### config.mk
export PLATFORM = sky130hd
export DESIGN_NAME = telnet_comport_option_processor
export DESIGN_NICKNAME = d
export VERILOG_FILES = /design/src/tcop_pkg.sv /design/src/tcop_datapath.sv /design/src/tcop_controller.sv /design/src/telnet_comport_option_processor.sv
export SDC_FILE = /design/constraint.sdc
export NUM_CORES = 1
export LEC_CHECK = 0
export BUFFER_PORTS_ARGS = -buffer_cell sky130_fd_sc_hd__buf_2
export CAP_MARGIN = 20
export CORE_ASPECT_RATIO = 0.7
export CORE_MARGIN = 2
export CORE_UTILIZATION = 45
export CTS_CLUSTER_SIZE = 8
export DETAILED_ROUTE_END_ITERATION = 7
export GPL_ROUTABILITY_DRIVEN = 1
export PLACE_DENSITY = 0.63
export SLEW_MARGIN = 5
export SYNTH_ARGS = -nofsm -noshare
export SYNTH_HDL_FRONTEND = slang
export SYNTH_SLANG_ARGS = --single-unit
### constraint.sdc
create_clock -name clk -period 3.3 [get_ports clk]
set_input_delay 0.165 -clock clk [delete_from_list [all_inputs] [get_ports clk]]
set_output_delay 0.165 -clock clk [all_outputs]
set_load 0.01 [all_outputs]
### src/tcop_pkg.sv
`timescale 1ns / 1ps
// -----------------------------------------------------------------------------
// tcop_pkg
// Constants, codes and control types shared by the COM-PORT option processor.
// -----------------------------------------------------------------------------
package tcop_pkg;

  localparam int SUBNEG_DEPTH = 24;
  localparam int CNT_W        = $clog2(SUBNEG_DEPTH + 1);
  localparam int ADDR_W       = $clog2(SUBNEG_DEPTH);

  // Telnet bytes
  localparam logic [7:0] B_IAC  = 8'd255;
  localparam logic [7:0] B_DONT = 8'd254;
  localparam logic [7:0] B_DO   = 8'd253;
  localparam logic [7:0] B_WONT = 8'd252;
  localparam logic [7:0] B_WILL = 8'd251;
  localparam logic [7:0] B_SB   = 8'd250;
  localparam logic [7:0] B_SE   = 8'd240;

  // Options
  localparam logic [7:0] OPT_BINARY  = 8'd0;
  localparam logic [7:0] OPT_SGA     = 8'd3;
  localparam logic [7:0] OPT_COMPORT = 8'd44;

  // COM-PORT commands
  localparam logic [7:0] CMD_SET_BAUD     = 8'd1;
  localparam logic [7:0] CMD_SET_DATASIZE = 8'd2;
  localparam logic [7:0] CMD_SET_PARITY   = 8'd3;
  localparam logic [7:0] CMD_SET_STOPSIZE = 8'd4;
  localparam logic [7:0] CMD_LINE_CTRL    = 8'd5;
  localparam logic [7:0] CMD_NOTIFY_MODEM = 8'd7;
  localparam logic [7:0] CMD_ACK_OFFSET   = 8'd100;
  localparam logic [7:0] MODEMSTATE_VAL   = 8'h30;

  // Line control codes
  localparam logic [7:0] CTL_DTR_ON  = 8'd8;
  localparam logic [7:0] CTL_DTR_OFF = 8'd9;
  localparam logic [7:0] CTL_RTS_ON  = 8'd11;
  localparam logic [7:0] CTL_RTS_OFF = 8'd12;

  // Line settings
  localparam logic [31:0] BAUD_MIN   = 32'd300;
  localparam logic [31:0] BAUD_MAX   = 32'd1500000;
  localparam logic [20:0] BAUD_RESET = 21'd115200;

  // Ack length accounting: header bytes, and the payload cutoff
  localparam logic [4:0] ACK_HDR_LEN  = 5'd4;
  localparam logic [4:0] ACK_PL_LIMIT = 5'd21;

  typedef enum logic [2:0] {
    PS_DATA, PS_IAC, PS_VERB, PS_SB, PS_SB_IAC
  } parse_state_t;

  typedef enum logic [3:0] {
    SEL_DATA, SEL_IAC, SEL_VERB, SEL_OPT, SEL_SB, SEL_COMPORT, SEL_CMD, SEL_PL, SEL_SE
  } sel_t;

  typedef enum logic [2:0] {
    PK_BAUD, PK_DSZ, PK_PAR, PK_STOP, PK_CTRL, PK_NOTIFY, PK_MEM
  } pl_kind_t;

  typedef enum logic [3:0] {
    CS_IDLE, CS_DISPATCH, CS_VERB_IAC, CS_VERB_CODE, CS_VERB_OPT, CS_SUB,
    CS_HDR_IAC, CS_HDR_SB, CS_HDR_OPT, CS_HDR_CMD, CS_FETCH, CS_PL,
    CS_END_IAC, CS_END_SE
  } ctrl_state_t;

  typedef struct packed {
    logic accept;
    logic setup_notify;
    logic sub_eval;
    logic fetch;
    logic emit;
    sel_t sel;
    logic last;
    logic pl_esc;
    logic pl_adv;
  } dp_cmd_t;

  typedef struct packed {
    logic out_free;
    logic f_data;
    logic f_verb;
    logic f_notify;
    logic f_sub;
    logic sub_ack;
    logic has_pl;
    logic pl_esc;
    logic pl_more;
  } dp_status_t;

endpackage

### src/tcop_datapath.sv
`timescale 1ns / 1ps
// -----------------------------------------------------------------------------
// tcop_datapath
// Parser registers, subnegotiation store, line settings and output word register.
// -----------------------------------------------------------------------------
module tcop_datapath import tcop_pkg::*; (
  input  logic        clk,
  input  logic        rst,
  input  logic        cfg_wr_en,
  input  logic        cfg_wr_data,
  input  logic [7:0]  in_byte,
  input  logic        in_action,
  input  dp_cmd_t     cmd,
  output dp_status_t  status,
  input  logic        out_ready,
  output logic        out_valid,
  output logic [7:0]  out_byte,
  output logic        out_dest,
  output logic        out_last,
  output logic [20:0] out_baud,
  output logic [3:0]  out_databits,
  output logic [1:0]  out_parity,
  output logic [1:0]  out_stop,
  output logic        out_dtr,
  output logic        out_rts
);

  logic             telnet_en;
  parse_state_t     pstate;
  logic [7:0]       held_verb;
  logic [CNT_W-1:0] count;
  logic             comport_on;
  logic [20:0]      baud;
  logic [3:0]       databits;
  logic [1:0]       parity;
  logic [1:0]       stop;
  logic             dtr;
  logic             rts;

  logic f_data, f_verb, f_notify, f_sub;
  logic f_data_next, f_verb_next, f_notify_next, f_sub_next;
  logic [7:0] data_byte, verb_reply, opt_reply;

  logic [7:0]       ack_cmd;
  pl_kind_t         ack_kind;
  logic [CNT_W-1:0] ack_n;
  logic [CNT_W-1:0] pl_idx;
  logic [4:0]       ack_w;
  logic             esc_done;
  logic [7:0]       pl_byte;

  logic [7:0] mem [SUBNEG_DEPTH];
  logic [7:0] opt_byte, cmd_byte;
  logic [7:0] pl_head [4];

  logic             opt_ok;
  logic             room;
  logic             mem_we;
  logic [CNT_W-1:0] pln;
  logic [31:0]      want;
  logic [7:0]       emit_byte;
  logic [ADDR_W-1:0] rd_addr;

  assign opt_ok = (in_byte == OPT_BINARY) || (in_byte == OPT_SGA) ||
                  (in_byte == OPT_COMPORT);
  assign room   = count < CNT_W'(SUBNEG_DEPTH);
  assign mem_we = cmd.accept && !in_action && telnet_en && room &&
                  (((pstate == PS_SB) && (in_byte != B_IAC)) ||
                   ((pstate == PS_SB_IAC) && (in_byte == B_IAC)));
  assign pln    = count - CNT_W'(2);
  assign want   = {pl_head[0], pl_head[1], pl_head[2], pl_head[3]};
  assign rd_addr = ADDR_W'(pl_idx + CNT_W'(2));

  assign status.out_free = !out_valid || out_ready;
  assign status.f_data   = f_data;
  assign status.f_verb   = f_verb;
  assign status.f_notify = f_notify;
  assign status.f_sub    = f_sub;
  assign status.sub_ack  = (count >= CNT_W'(2)) && (opt_byte == OPT_COMPORT) &&
                           ((cmd_byte != CMD_LINE_CTRL) || (count >= CNT_W'(3)));
  assign status.has_pl   = ack_n != '0;
  assign status.pl_esc   = (pl_byte == B_IAC) && !esc_done;
  assign status.pl_more  = ((pl_idx + CNT_W'(1)) < ack_n) &&
                           ((ack_w + 5'd1) < ACK_PL_LIMIT);

  // Work for the sequencer that the accepted word calls for
  always_comb begin
    f_data_next   = 1'b0;
    f_verb_next   = 1'b0;
    f_notify_next = 1'b0;
    f_sub_next    = 1'b0;
    if (!in_action) begin
      if (!telnet_en) begin
        f_data_next = 1'b1;
      end else begin
        case (pstate)
          PS_IAC:    f_data_next = (in_byte == B_IAC);
          PS_VERB: begin
            f_verb_next   = (held_verb == B_WILL) || (held_verb == B_DO);
            f_notify_next = opt_ok && (in_byte == OPT_COMPORT) && !comport_on;
          end
          PS_SB:     f_sub_next = 1'b0;
          PS_SB_IAC: f_sub_next = (in_byte != B_IAC);
          default:   f_data_next = (in_byte != B_IAC);
        endcase
      end
    end
  end

  always_comb begin
    case (cmd.sel)
      SEL_DATA:    emit_byte = data_byte;
      SEL_IAC:     emit_byte = B_IAC;
      SEL_VERB:    emit_byte = verb_reply;
      SEL_OPT:     emit_byte = opt_reply;
      SEL_SB:      emit_byte = B_SB;
      SEL_COMPORT: emit_byte = OPT_COMPORT;
      SEL_CMD:     emit_byte = ack_cmd;
      SEL_PL:      emit_byte = pl_byte;
      SEL_SE:      emit_byte = B_SE;
      default:     emit_byte = data_byte;
    endcase
  end

  // Control state, settings and flags
  always_ff @(posedge clk) begin
    if (rst) begin
      telnet_en  <= 1'b0;
      pstate     <= PS_DATA;
      held_verb  <= '0;
      count      <= '0;
      comport_on <= 1'b0;
      baud       <= BAUD_RESET;
      databits   <= 4'd8;
      parity     <= 2'd0;
      stop       <= 2'd1;
      dtr        <= 1'b1;
      rts        <= 1'b1;
      f_data     <= 1'b0;
      f_verb     <= 1'b0;
      f_notify   <= 1'b0;
      f_sub      <= 1'b0;
      out_valid  <= 1'b0;
    end else begin
      if (cfg_wr_en) begin
        telnet_en <= cfg_wr_data;
      end
      if (cmd.accept) begin
        f_data   <= f_data_next;
        f_verb   <= f_verb_next;
        f_notify <= f_notify_next;
        f_sub    <= f_sub_next;
        if (in_action) begin
          pstate     <= PS_DATA;
          held_verb  <= '0;
          count      <= '0;
          comport_on <= 1'b0;
          dtr        <= 1'b1;
          rts        <= 1'b1;
        end else if (telnet_en) begin
          case (pstate)
            PS_IAC: begin
              if (in_byte == B_IAC) begin
                pstate <= PS_DATA;
              end else if (in_byte == B_SB) begin
                pstate <= PS_SB;
                count  <= '0;
              end else if (in_byte inside {[B_WILL:B_DONT]}) begin
                held_verb <= in_byte;
                pstate    <= PS_VERB;
              end else begin
                pstate <= PS_DATA;
              end
            end
            PS_VERB: begin
              if (f_notify_next) begin
                comport_on <= 1'b1;
              end
              pstate <= PS_DATA;
            end
            PS_SB: begin
              if (in_byte == B_IAC) begin
                pstate <= PS_SB_IAC;
              end else if (room) begin
                count <= count + CNT_W'(1);
              end
            end
            PS_SB_IAC: begin
              if (in_byte == B_IAC) begin
                if (room) begin
                  count <= count + CNT_W'(1);
                end
                pstate <= PS_SB;
              end else begin
                pstate <= PS_DATA;
              end
            end
            default: begin
              // Data state; unused codes fall here too
              if (in_byte == B_IAC) begin
                pstate <= PS_IAC;
              end else begin
                pstate <= PS_DATA;
              end
            end
          endcase
        end
      end
      if (cmd.sub_eval && status.sub_ack) begin
        case (cmd_byte)
          CMD_SET_BAUD: begin
            if ((pln >= CNT_W'(4)) && (want >= BAUD_MIN) && (want <= BAUD_MAX)) begin
              baud <= want[20:0];
            end
          end
          CMD_SET_DATASIZE: begin
            if ((pln >= CNT_W'(1)) && (pl_head[0] inside {[8'd5:8'd8]})) begin
              databits <= pl_head[0][3:0];
            end
          end
          CMD_SET_PARITY: begin
            if ((pln >= CNT_W'(1)) && (pl_head[0] inside {[8'd1:8'd3]})) begin
              parity <= 2'(pl_head[0] - 8'd1);
            end
          end
          CMD_SET_STOPSIZE: begin
            if ((pln >= CNT_W'(1)) && (pl_head[0] inside {8'd1, 8'd2})) begin
              stop <= pl_head[0][1:0];
            end
          end
          CMD_LINE_CTRL: begin
            case (pl_head[0])
              CTL_DTR_ON:  dtr <= 1'b0;
              CTL_DTR_OFF: dtr <= 1'b1;
              CTL_RTS_ON:  rts <= 1'b0;
              CTL_RTS_OFF: rts <= 1'b1;
              default: ;
            endcase
          end
          default: ;
        endcase
      end
      if (cmd.emit) begin
        out_valid <= 1'b1;
      end else if (out_ready) begin
        out_valid <= 1'b0;
      end
    end
  end

  // Payload registers: held bytes, ack bookkeeping, store and output word
  always_ff @(posedge clk) begin
    if (cmd.accept) begin
      data_byte <= in_byte;
      opt_reply <= in_byte;
      if (held_verb == B_WILL) begin
        verb_reply <= opt_ok ? B_DO : B_DONT;
      end else begin
        verb_reply <= opt_ok ? B_WILL : B_WONT;
      end
    end
    if (mem_we) begin
      mem[count[ADDR_W-1:0]] <= in_byte;
      if (count == CNT_W'(0)) begin
        opt_byte <= in_byte;
      end
      if (count == CNT_W'(1)) begin
        cmd_byte <= in_byte;
      end
      if ((count >= CNT_W'(2)) && (count < CNT_W'(6))) begin
        pl_head[2'(count - CNT_W'(2))] <= in_byte;
      end
    end
    if (cmd.setup_notify) begin
      ack_cmd  <= CMD_NOTIFY_MODEM + CMD_ACK_OFFSET;
      ack_kind <= PK_NOTIFY;
      ack_n    <= CNT_W'(1);
      pl_idx   <= '0;
      ack_w    <= ACK_HDR_LEN;
      esc_done <= 1'b0;
    end
    if (cmd.sub_eval) begin
      ack_cmd  <= cmd_byte + CMD_ACK_OFFSET;
      pl_idx   <= '0;
      ack_w    <= ACK_HDR_LEN;
      esc_done <= 1'b0;
      case (cmd_byte)
        CMD_SET_BAUD: begin
          ack_kind <= PK_BAUD;
          ack_n    <= CNT_W'(4);
        end
        CMD_SET_DATASIZE: begin
          ack_kind <= PK_DSZ;
          ack_n    <= CNT_W'(1);
        end
        CMD_SET_PARITY: begin
          ack_kind <= PK_PAR;
          ack_n    <= CNT_W'(1);
        end
        CMD_SET_STOPSIZE: begin
          ack_kind <= PK_STOP;
          ack_n    <= CNT_W'(1);
        end
        CMD_LINE_CTRL: begin
          ack_kind <= PK_CTRL;
          ack_n    <= CNT_W'(1);
        end
        default: begin
          ack_kind <= PK_MEM;
          ack_n    <= pln;
        end
      endcase
    end
    if (cmd.fetch) begin
      case (ack_kind)
        PK_BAUD: begin
          case (pl_idx[1:0])
            2'd0:    pl_byte <= 8'd0;
            2'd1:    pl_byte <= {3'b000, baud[20:16]};
            2'd2:    pl_byte <= baud[15:8];
            default: pl_byte <= baud[7:0];
          endcase
        end
        PK_DSZ:    pl_byte <= {4'b0000, databits};
        PK_PAR:    pl_byte <= {6'b000000, parity} + 8'd1;
        PK_STOP:   pl_byte <= {6'b000000, stop};
        PK_CTRL:   pl_byte <= pl_head[0];
        PK_NOTIFY: pl_byte <= MODEMSTATE_VAL;
        default:   pl_byte <= mem[rd_addr];
      endcase
    end
    if (cmd.pl_esc) begin
      ack_w    <= ack_w + 5'd1;
      esc_done <= 1'b1;
    end
    if (cmd.pl_adv) begin
      ack_w    <= ack_w + 5'd1;
      pl_idx   <= pl_idx + CNT_W'(1);
      esc_done <= 1'b0;
    end
    if (cmd.emit) begin
      out_byte     <= emit_byte;
      out_dest     <= cmd.sel != SEL_DATA;
      out_last     <= cmd.last;
      out_baud     <= baud;
      out_databits <= databits;
      out_parity   <= parity;
      out_stop     <= stop;
      out_dtr      <= dtr;
      out_rts      <= rts;
    end
  end

endmodule

### src/tcop_controller.sv
`timescale 1ns / 1ps
// -----------------------------------------------------------------------------
// tcop_controller
// Sequences each accepted word through replies, acks and output emission.
// -----------------------------------------------------------------------------
module tcop_controller import tcop_pkg::*; (
  input  logic       clk,
  input  logic       rst,
  input  logic       in_valid,
  output logic       in_ready,
  input  dp_status_t status,
  output dp_cmd_t    cmd
);

  ctrl_state_t state, state_next;

  always_ff @(posedge clk) begin
    if (rst) begin
      state <= CS_IDLE;
    end else begin
      state <= state_next;
    end
  end

  always_comb begin
    state_next = state;
    cmd        = '0;
    cmd.sel    = SEL_DATA;
    in_ready   = 1'b0;
    case (state)
      CS_IDLE: begin
        in_ready = 1'b1;
        if (in_valid) begin
          cmd.accept = 1'b1;
          state_next = CS_DISPATCH;
        end
      end
      CS_DISPATCH: begin
        if (status.f_data) begin
          if (status.out_free) begin
            cmd.emit   = 1'b1;
            cmd.sel    = SEL_DATA;
            cmd.last   = 1'b1;
            state_next = CS_IDLE;
          end
        end else if (status.f_verb) begin
          state_next = CS_VERB_IAC;
        end else if (status.f_notify) begin
          cmd.setup_notify = 1'b1;
          state_next       = CS_HDR_IAC;
        end else if (status.f_sub) begin
          state_next = CS_SUB;
        end else begin
          state_next = CS_IDLE;
        end
      end
      CS_VERB_IAC: begin
        if (status.out_free) begin
          cmd.emit   = 1'b1;
          cmd.sel    = SEL_IAC;
          state_next = CS_VERB_CODE;
        end
      end
      CS_VERB_CODE: begin
        if (status.out_free) begin
          cmd.emit   = 1'b1;
          cmd.sel    = SEL_VERB;
          state_next = CS_VERB_OPT;
        end
      end
      CS_VERB_OPT: begin
        if (status.out_free) begin
          cmd.emit = 1'b1;
          cmd.sel  = SEL_OPT;
          cmd.last = !status.f_notify;
          if (status.f_notify) begin
            cmd.setup_notify = 1'b1;
            state_next       = CS_HDR_IAC;
          end else begin
            state_next = CS_IDLE;
          end
        end
      end
      CS_SUB: begin
        cmd.sub_eval = 1'b1;
        state_next   = status.sub_ack ? CS_HDR_IAC : CS_IDLE;
      end
      CS_HDR_IAC: begin
        if (status.out_free) begin
          cmd.emit   = 1'b1;
          cmd.sel    = SEL_IAC;
          state_next = CS_HDR_SB;
        end
      end
      CS_HDR_SB: begin
        if (status.out_free) begin
          cmd.emit   = 1'b1;
          cmd.sel    = SEL_SB;
          state_next = CS_HDR_OPT;
        end
      end
      CS_HDR_OPT: begin
        if (status.out_free) begin
          cmd.emit   = 1'b1;
          cmd.sel    = SEL_COMPORT;
          state_next = CS_HDR_CMD;
        end
      end
      CS_HDR_CMD: begin
        if (status.out_free) begin
          cmd.emit   = 1'b1;
          cmd.sel    = SEL_CMD;
          state_next = status.has_pl ? CS_FETCH : CS_END_IAC;
        end
      end
      CS_FETCH: begin
        cmd.fetch  = 1'b1;
        state_next = CS_PL;
      end
      CS_PL: begin
        if (status.out_free) begin
          cmd.emit = 1'b1;
          if (status.pl_esc) begin
            cmd.sel    = SEL_IAC;
            cmd.pl_esc = 1'b1;
          end else begin
            cmd.sel    = SEL_PL;
            cmd.pl_adv = 1'b1;
            state_next = status.pl_more ? CS_FETCH : CS_END_IAC;
          end
        end
      end
      CS_END_IAC: begin
        if (status.out_free) begin
          cmd.emit   = 1'b1;
          cmd.sel    = SEL_IAC;
          state_next = CS_END_SE;
        end
      end
      CS_END_SE: begin
        if (status.out_free) begin
          cmd.emit   = 1'b1;
          cmd.sel    = SEL_SE;
          cmd.last   = 1'b1;
          state_next = CS_IDLE;
        end
      end
      default: begin
        state_next = CS_IDLE;
      end
    endcase
  end

endmodule

### src/telnet_comport_option_processor.sv
`timescale 1ns / 1ps
// -----------------------------------------------------------------------------
// telnet_comport_option_processor
// Telnet receive parser with COM-PORT option handling and line settings.
// -----------------------------------------------------------------------------
//
//  Channel   Dir  Carries
//  s_axis    in   received byte (tdata) and session reset flag (tuser)
//  m_axis    out  line data or reply byte, dest (tuser), end of replies (tlast)
//  cfg       in   telnet_enable write, single register
//
// Order: one word in at a time. A plain data byte is accepted, then emitted.
// A verb reply emits IAC, verb and option; a subnegotiation ack emits its header,
// each payload byte after its fetch (an IAC payload byte escaped), then IAC SE;
// the sequencer emits at most one reply byte per cycle while the output is free.
// Reset: rst is synchronous; settings go to 115200 8N1 with DTR/RTS released.
// Stalls: a held output word halts the sequencer; input waits until all
// replies of the current word have been produced.
//
module telnet_comport_option_processor import tcop_pkg::*; (
  input  logic        clk,
  input  logic        rst,
  // configuration
  input  logic        cfg_wr_en,
  input  logic        cfg_wr_data,     // telnet_enable
  // input stream
  input  logic        s_axis_tvalid,
  output logic        s_axis_tready,
  input  logic [7:0]  s_axis_tdata,    // [7:0] rx_byte
  input  logic        s_axis_tuser,    // [0] action (1 = session reset)
  // output stream
  output logic        m_axis_tvalid,
  input  logic        m_axis_tready,
  output logic [39:0] m_axis_tdata,    // [7:0] out_byte, [28:8] line_baud,
                                       // [32:29] char_size, [34:33] parity_mode,
                                       // [36:35] stop_count, [37] dtr_level,
                                       // [38] rts_level, [39] zero
  output logic        m_axis_tuser,    // [0] dest (1 = reply to client)
  output logic        m_axis_tlast     // last word caused by this input
);

  dp_cmd_t    cmd;
  dp_status_t status;

  logic [7:0]  out_byte;
  logic [20:0] out_baud;
  logic [3:0]  out_databits;
  logic [1:0]  out_parity;
  logic [1:0]  out_stop;
  logic        out_dtr;
  logic        out_rts;

  // Sequencer: owns the handshake on the input side and the reply order
  tcop_controller u_ctrl (
    .clk      (clk),
    .rst      (rst),
    .in_valid (s_axis_tvalid),
    .in_ready (s_axis_tready),
    .status   (status),
    .cmd      (cmd)
  );

  // Parser state, store, settings and the output word register
  tcop_datapath u_dp (
    .clk          (clk),
    .rst          (rst),
    .cfg_wr_en    (cfg_wr_en),
    .cfg_wr_data  (cfg_wr_data),
    .in_byte      (s_axis_tdata),
    .in_action    (s_axis_tuser),
    .cmd          (cmd),
    .status       (status),
    .out_ready    (m_axis_tready),
    .out_valid    (m_axis_tvalid),
    .out_byte     (out_byte),
    .out_dest     (m_axis_tuser),
    .out_last     (m_axis_tlast),
    .out_baud     (out_baud),
    .out_databits (out_databits),
    .out_parity   (out_parity),
    .out_stop     (out_stop),
    .out_dtr      (out_dtr),
    .out_rts      (out_rts)
  );

  // Pack settings snapshot beside the byte, low field first
  assign m_axis_tdata = {1'b0, out_rts, out_dtr, out_stop, out_parity,
                         out_databits, out_baud, out_byte};

endmodule

==> impl_metrics.env <==
export IMPL_ys_ff_latch=385
export IMPL_holdCritPathClass="in2reg"
export IMPL_power_mw=10.6
export IMPL_post_dp_hpwl_um=30000
export IMPL_core_area_um2=37000
export IMPL_crit_arrival_ns=3.06
export IMPL_pre_cts_ws_ns=0.589
export IMPL_cts_buffers=54
export IMPL_pwr_share_seq_pct=50.3
export IMPL_num_rows=59
export IMPL_die_width_um=235
export IMPL_startpoint_type="flip-flop"
export IMPL_worst_path_max_fanout=15
export IMPL_cts_tree="done"
export IMPL_drt_iter0_drc=1540
export IMPL_io_pins=59
export IMPL_clock_latency_ns=0.59
export IMPL_synthesis_nets=1282
export IMPL_cp_common_cell="buf_4"
export IMPL_setup_violations=0
export IMPL_crit_chain="nand2b_1, buf_4, nor4_1, o21bai_1, a21oi_1, inv_1, buf_4"
export IMPL_detail_route_wirelength_um=43500
export IMPL_wl_per_cell_um=23.0
export IMPL_crit_required_ns=3.57
export IMPL_synth_top_area_share_pct=58.3
export IMPL_synthTopCellsByArea="edfxtp_1 58%, dfxtp_1 7.0%, mux4_2 6.4%"
export IMPL_io_buffers=57
export IMPL_clkPwrFrac_pct=47.5
export IMPL_fin_ws_ns=0.508
export IMPL_clock_skew_final_ns=0.0127
export IMPL_async_flop_share_pct=0
export IMPL_crit_path_top_delay_cell="dfxtp_1"
export IMPL_power_leakage_nw=6.55
export IMPL_critPathMaxStageDelay_ns=0.72
export IMPL_critPathTopFamily="flip-flops"
export IMPL_antennaDiodeCount=0
export IMPL_p_per_area_nw_per_um2=540
export IMPL_initial_core_util_pct=45.4
export IMPL_synth_most_common_cell="edfxtp_1"
export IMPL_period_share_pct=84.6
export IMPL_synth_flop_cell="edfxtp_1"
export IMPL_die_y_um=166
export IMPL_die_area_um2=38900
export IMPL_avgViaCountPerCell=5.94
export IMPL_tightest_slew_ns=0.868
export IMPL_multiInputGateArea_um2=5410
export IMPL_slew_headroom_pct=41.6
export IMPL_ant_nets=0
export IMPL_maxCapViolations=0
export IMPL_power_switching_mw=2.20
export IMPL_ys_warn_count=0
export IMPL_intPower_mw=8.37
export IMPL_status="completed"
export IMPL_synth_common_cells="326 x edfxtp_1, 106 x nor2_1, 91 x nand2_1, 68 x o21ai_0, 67 x nand3_1"
export IMPL_antenna_found_initial=1
export IMPL_nFillCells=3046
export IMPL_synth_cell_type_count=81
export IMPL_syn_area_um2=16800
export IMPL_cts_max_level=2
export IMPL_hold_viol_final=0
export IMPL_overflow=0
export IMPL_cts_sinks=385
export IMPL_drive_gt1_share_pct=18.6
export IMPL_synth_edf_count=326
export IMPL_drc=0
export IMPL_cts_resized=0
export IMPL_yosysSeqAreaShare_pct=65.4
export IMPL_clockRootBuffer="clkbuf_16"
export IMPL_end_kind="flip-flop"
export IMPL_synth_largest_area_cell="edfxtp_1"
export IMPL_grt_start_max_net_pins=43
export IMPL_crit_type="reg2reg"
export IMPL_finalSetupTns_ns=0
export IMPL_period_needed_ns=2.79
export IMPL_p_comb_share_pct=2.2
export IMPL_seq_area_um2=11000
export IMPL_grt_pass1_wl_um=65900
export IMPL_vias=11200
export IMPL_critPathBufInv=3
export IMPL_syn2layout_area_growth_pct=16.6
export IMPL_ir_drop_uv=429
export IMPL_gp_congestion=0.914
export IMPL_synthCells=1241
export IMPL_clk_pin_slew_ns=0.05
export IMPL_dr_pass1_iters=6
export IMPL_grt_setup_unrepaired="no"
export IMPL_fmax_mhz=358
export IMPL_slew_violations=0
export IMPL_layout_nets=1414
export IMPL_cts_buffer_depth=3
export IMPL_p_sw_share_pct=20.8
export IMPL_syn_avg_cell_area_um2=13.5
export IMPL_grt_pass1_vias=10800
export IMPL_grt_total_usage_pct=22.6
-- cells by family (layout without fill, tap and decap cells) --
| logic type | count (synthesis) | in the layout | synth area share, % |
|---|---|---|---|
| compound gates | 226 | 226 | 8.56 |
| other cells | 1 | 1 | 0.0223 |
| simple gates | 427 | 427 | 13.2 |
| xor+xnor | 16 | 16 | 0.835 |
| buf+inv | 92 | 255 | 2.45 |
| mux | 68 | 68 | 7.63 |
| flops | 385 | 385 | 65.4 |
| fa+ha+maj | 26 | 26 | 1.94 |
-- layer usage --
| layer | track usage, % | wire, um | up-vias |
|---|---|---|---|
| li1 | - | - | 5054 |
| met1 | 34.3 | 20100 | 5572 |
| met2 | 32.1 | 18100 | 544 |
| met3 | 5.60 | 4440 | 69 |
| met4 | 6.01 | 889 | 0 |
| met5 | 0 | 0 | - |
-- area by class of cell --
type | count | area share (%)
sequential | 385 | 56.1
multi-input combinational | 764 | 27.6
clock buffer | 83 | 7.46
timing repair buffer | 142 | 4.88
tap | 488 | 3.12
inverter | 26 | 0.499
clock inverter | 4 | 0.332
-- flip-flops by register name, indices dropped and copies added, names as in the netlist, 5 cells and up --
signal	count
u_dp.opt_byte	8
u_dp.ack_cmd	8
u_dp.pl_idx	5
u_dp.pl_head	32
u_dp.cmd_byte	8
u_dp.out_byte	8
u_dp.count	5
u_dp.pl_byte	8
u_dp.out_baud	21
u_dp.baud	21
u_dp.ack_w	5
u_dp.ack_n	5
u_dp.held_verb	8
u_dp.mem	192
u_dp.data_byte	8
-- through the flow --
| step | hold WS (ns) | utilization [%] | instance area, um2 | instances |
|---|---|---|---|---|
| 3_3_place_gp | 0.401 | 48.6 | 18000 | 1797 |
| 2_1_floorplan | 0.264 | - | 16800 | 1241 |
| 5_1_grt | 0.00531 | 52.9 | 19600 | 1892 |
| 4_1_cts | 0.00232 | 52.9 | 19600 | 1892 |
| 6_report | 0.00987 | 52.9 | 19600 | 1892 |
| 3_5_place_dp | 0.409 | 48.6 | 18000 | 1797 |
-- path summary, 6_finish.rpt --
check | startpoint | to | slack, ns | cells after the start
worst max-delay path | u_ctrl.state[0] | u_dp.ack_n[4] | 0.51 | 7
worst min-delay path | s_axis_tdata[0] | u_dp.cmd_byte[0] | 0.01 | 1
worst max register to register | u_ctrl.state[0] | u_dp.ack_n[4] | 0.51 | 7
worst min register to register | u_dp.baud[20] | u_dp.out_baud[20] | 0.46 | 0
-- power groups by stage --
stage / clock network [mW] / logic [mW] / registers (mW)
2_1_floorplan: 0 / 0.0865 / 5.40
3_3_place_gp: 0 / 0.217 / 5.40
3_5_place_dp: 0 / 0.221 / 5.41
4_1_cts: 5.10 / 0.229 / 5.31
5_1_grt: 5.32 / 0.252 / 5.31
6_report: 5.02 / 0.232 / 5.31
-- what timing repair did --
item,CTS,global route
setup buffers,0,0
hold buffers,8,0
hold endpoints to repair,29,0
-- cell usage in the layout (no fill, tap or decap), types with 6 or more instances in the layout --
cell type and n:
ha_1 26, nor3_1 24, buf_4 76, a31oi_1 10, nand3b_1 12, nand2_1 91, nand4_1 15, or3_1 6
o21ai_0 68, and3_1 7, dfxtp_1 59, a21oi_1 59, nand3_1 67, inv_1 26, o21a_1 6, nor4_1 10
a22oi_1 8, mux2i_1 20, and2_1 14, xnor2_1 10, nor2b_1 18, buf_2 57, a221oi_1 7, nand2b_1 16
clkbuf_1 29, clkbuf_16 54, mux4_2 48, xor2_1 6, edfxtp_1 326, dlygate4sd3_1 8, o2111ai_1 6, nor2_1 106
Power figures use the tool's default switching activity.
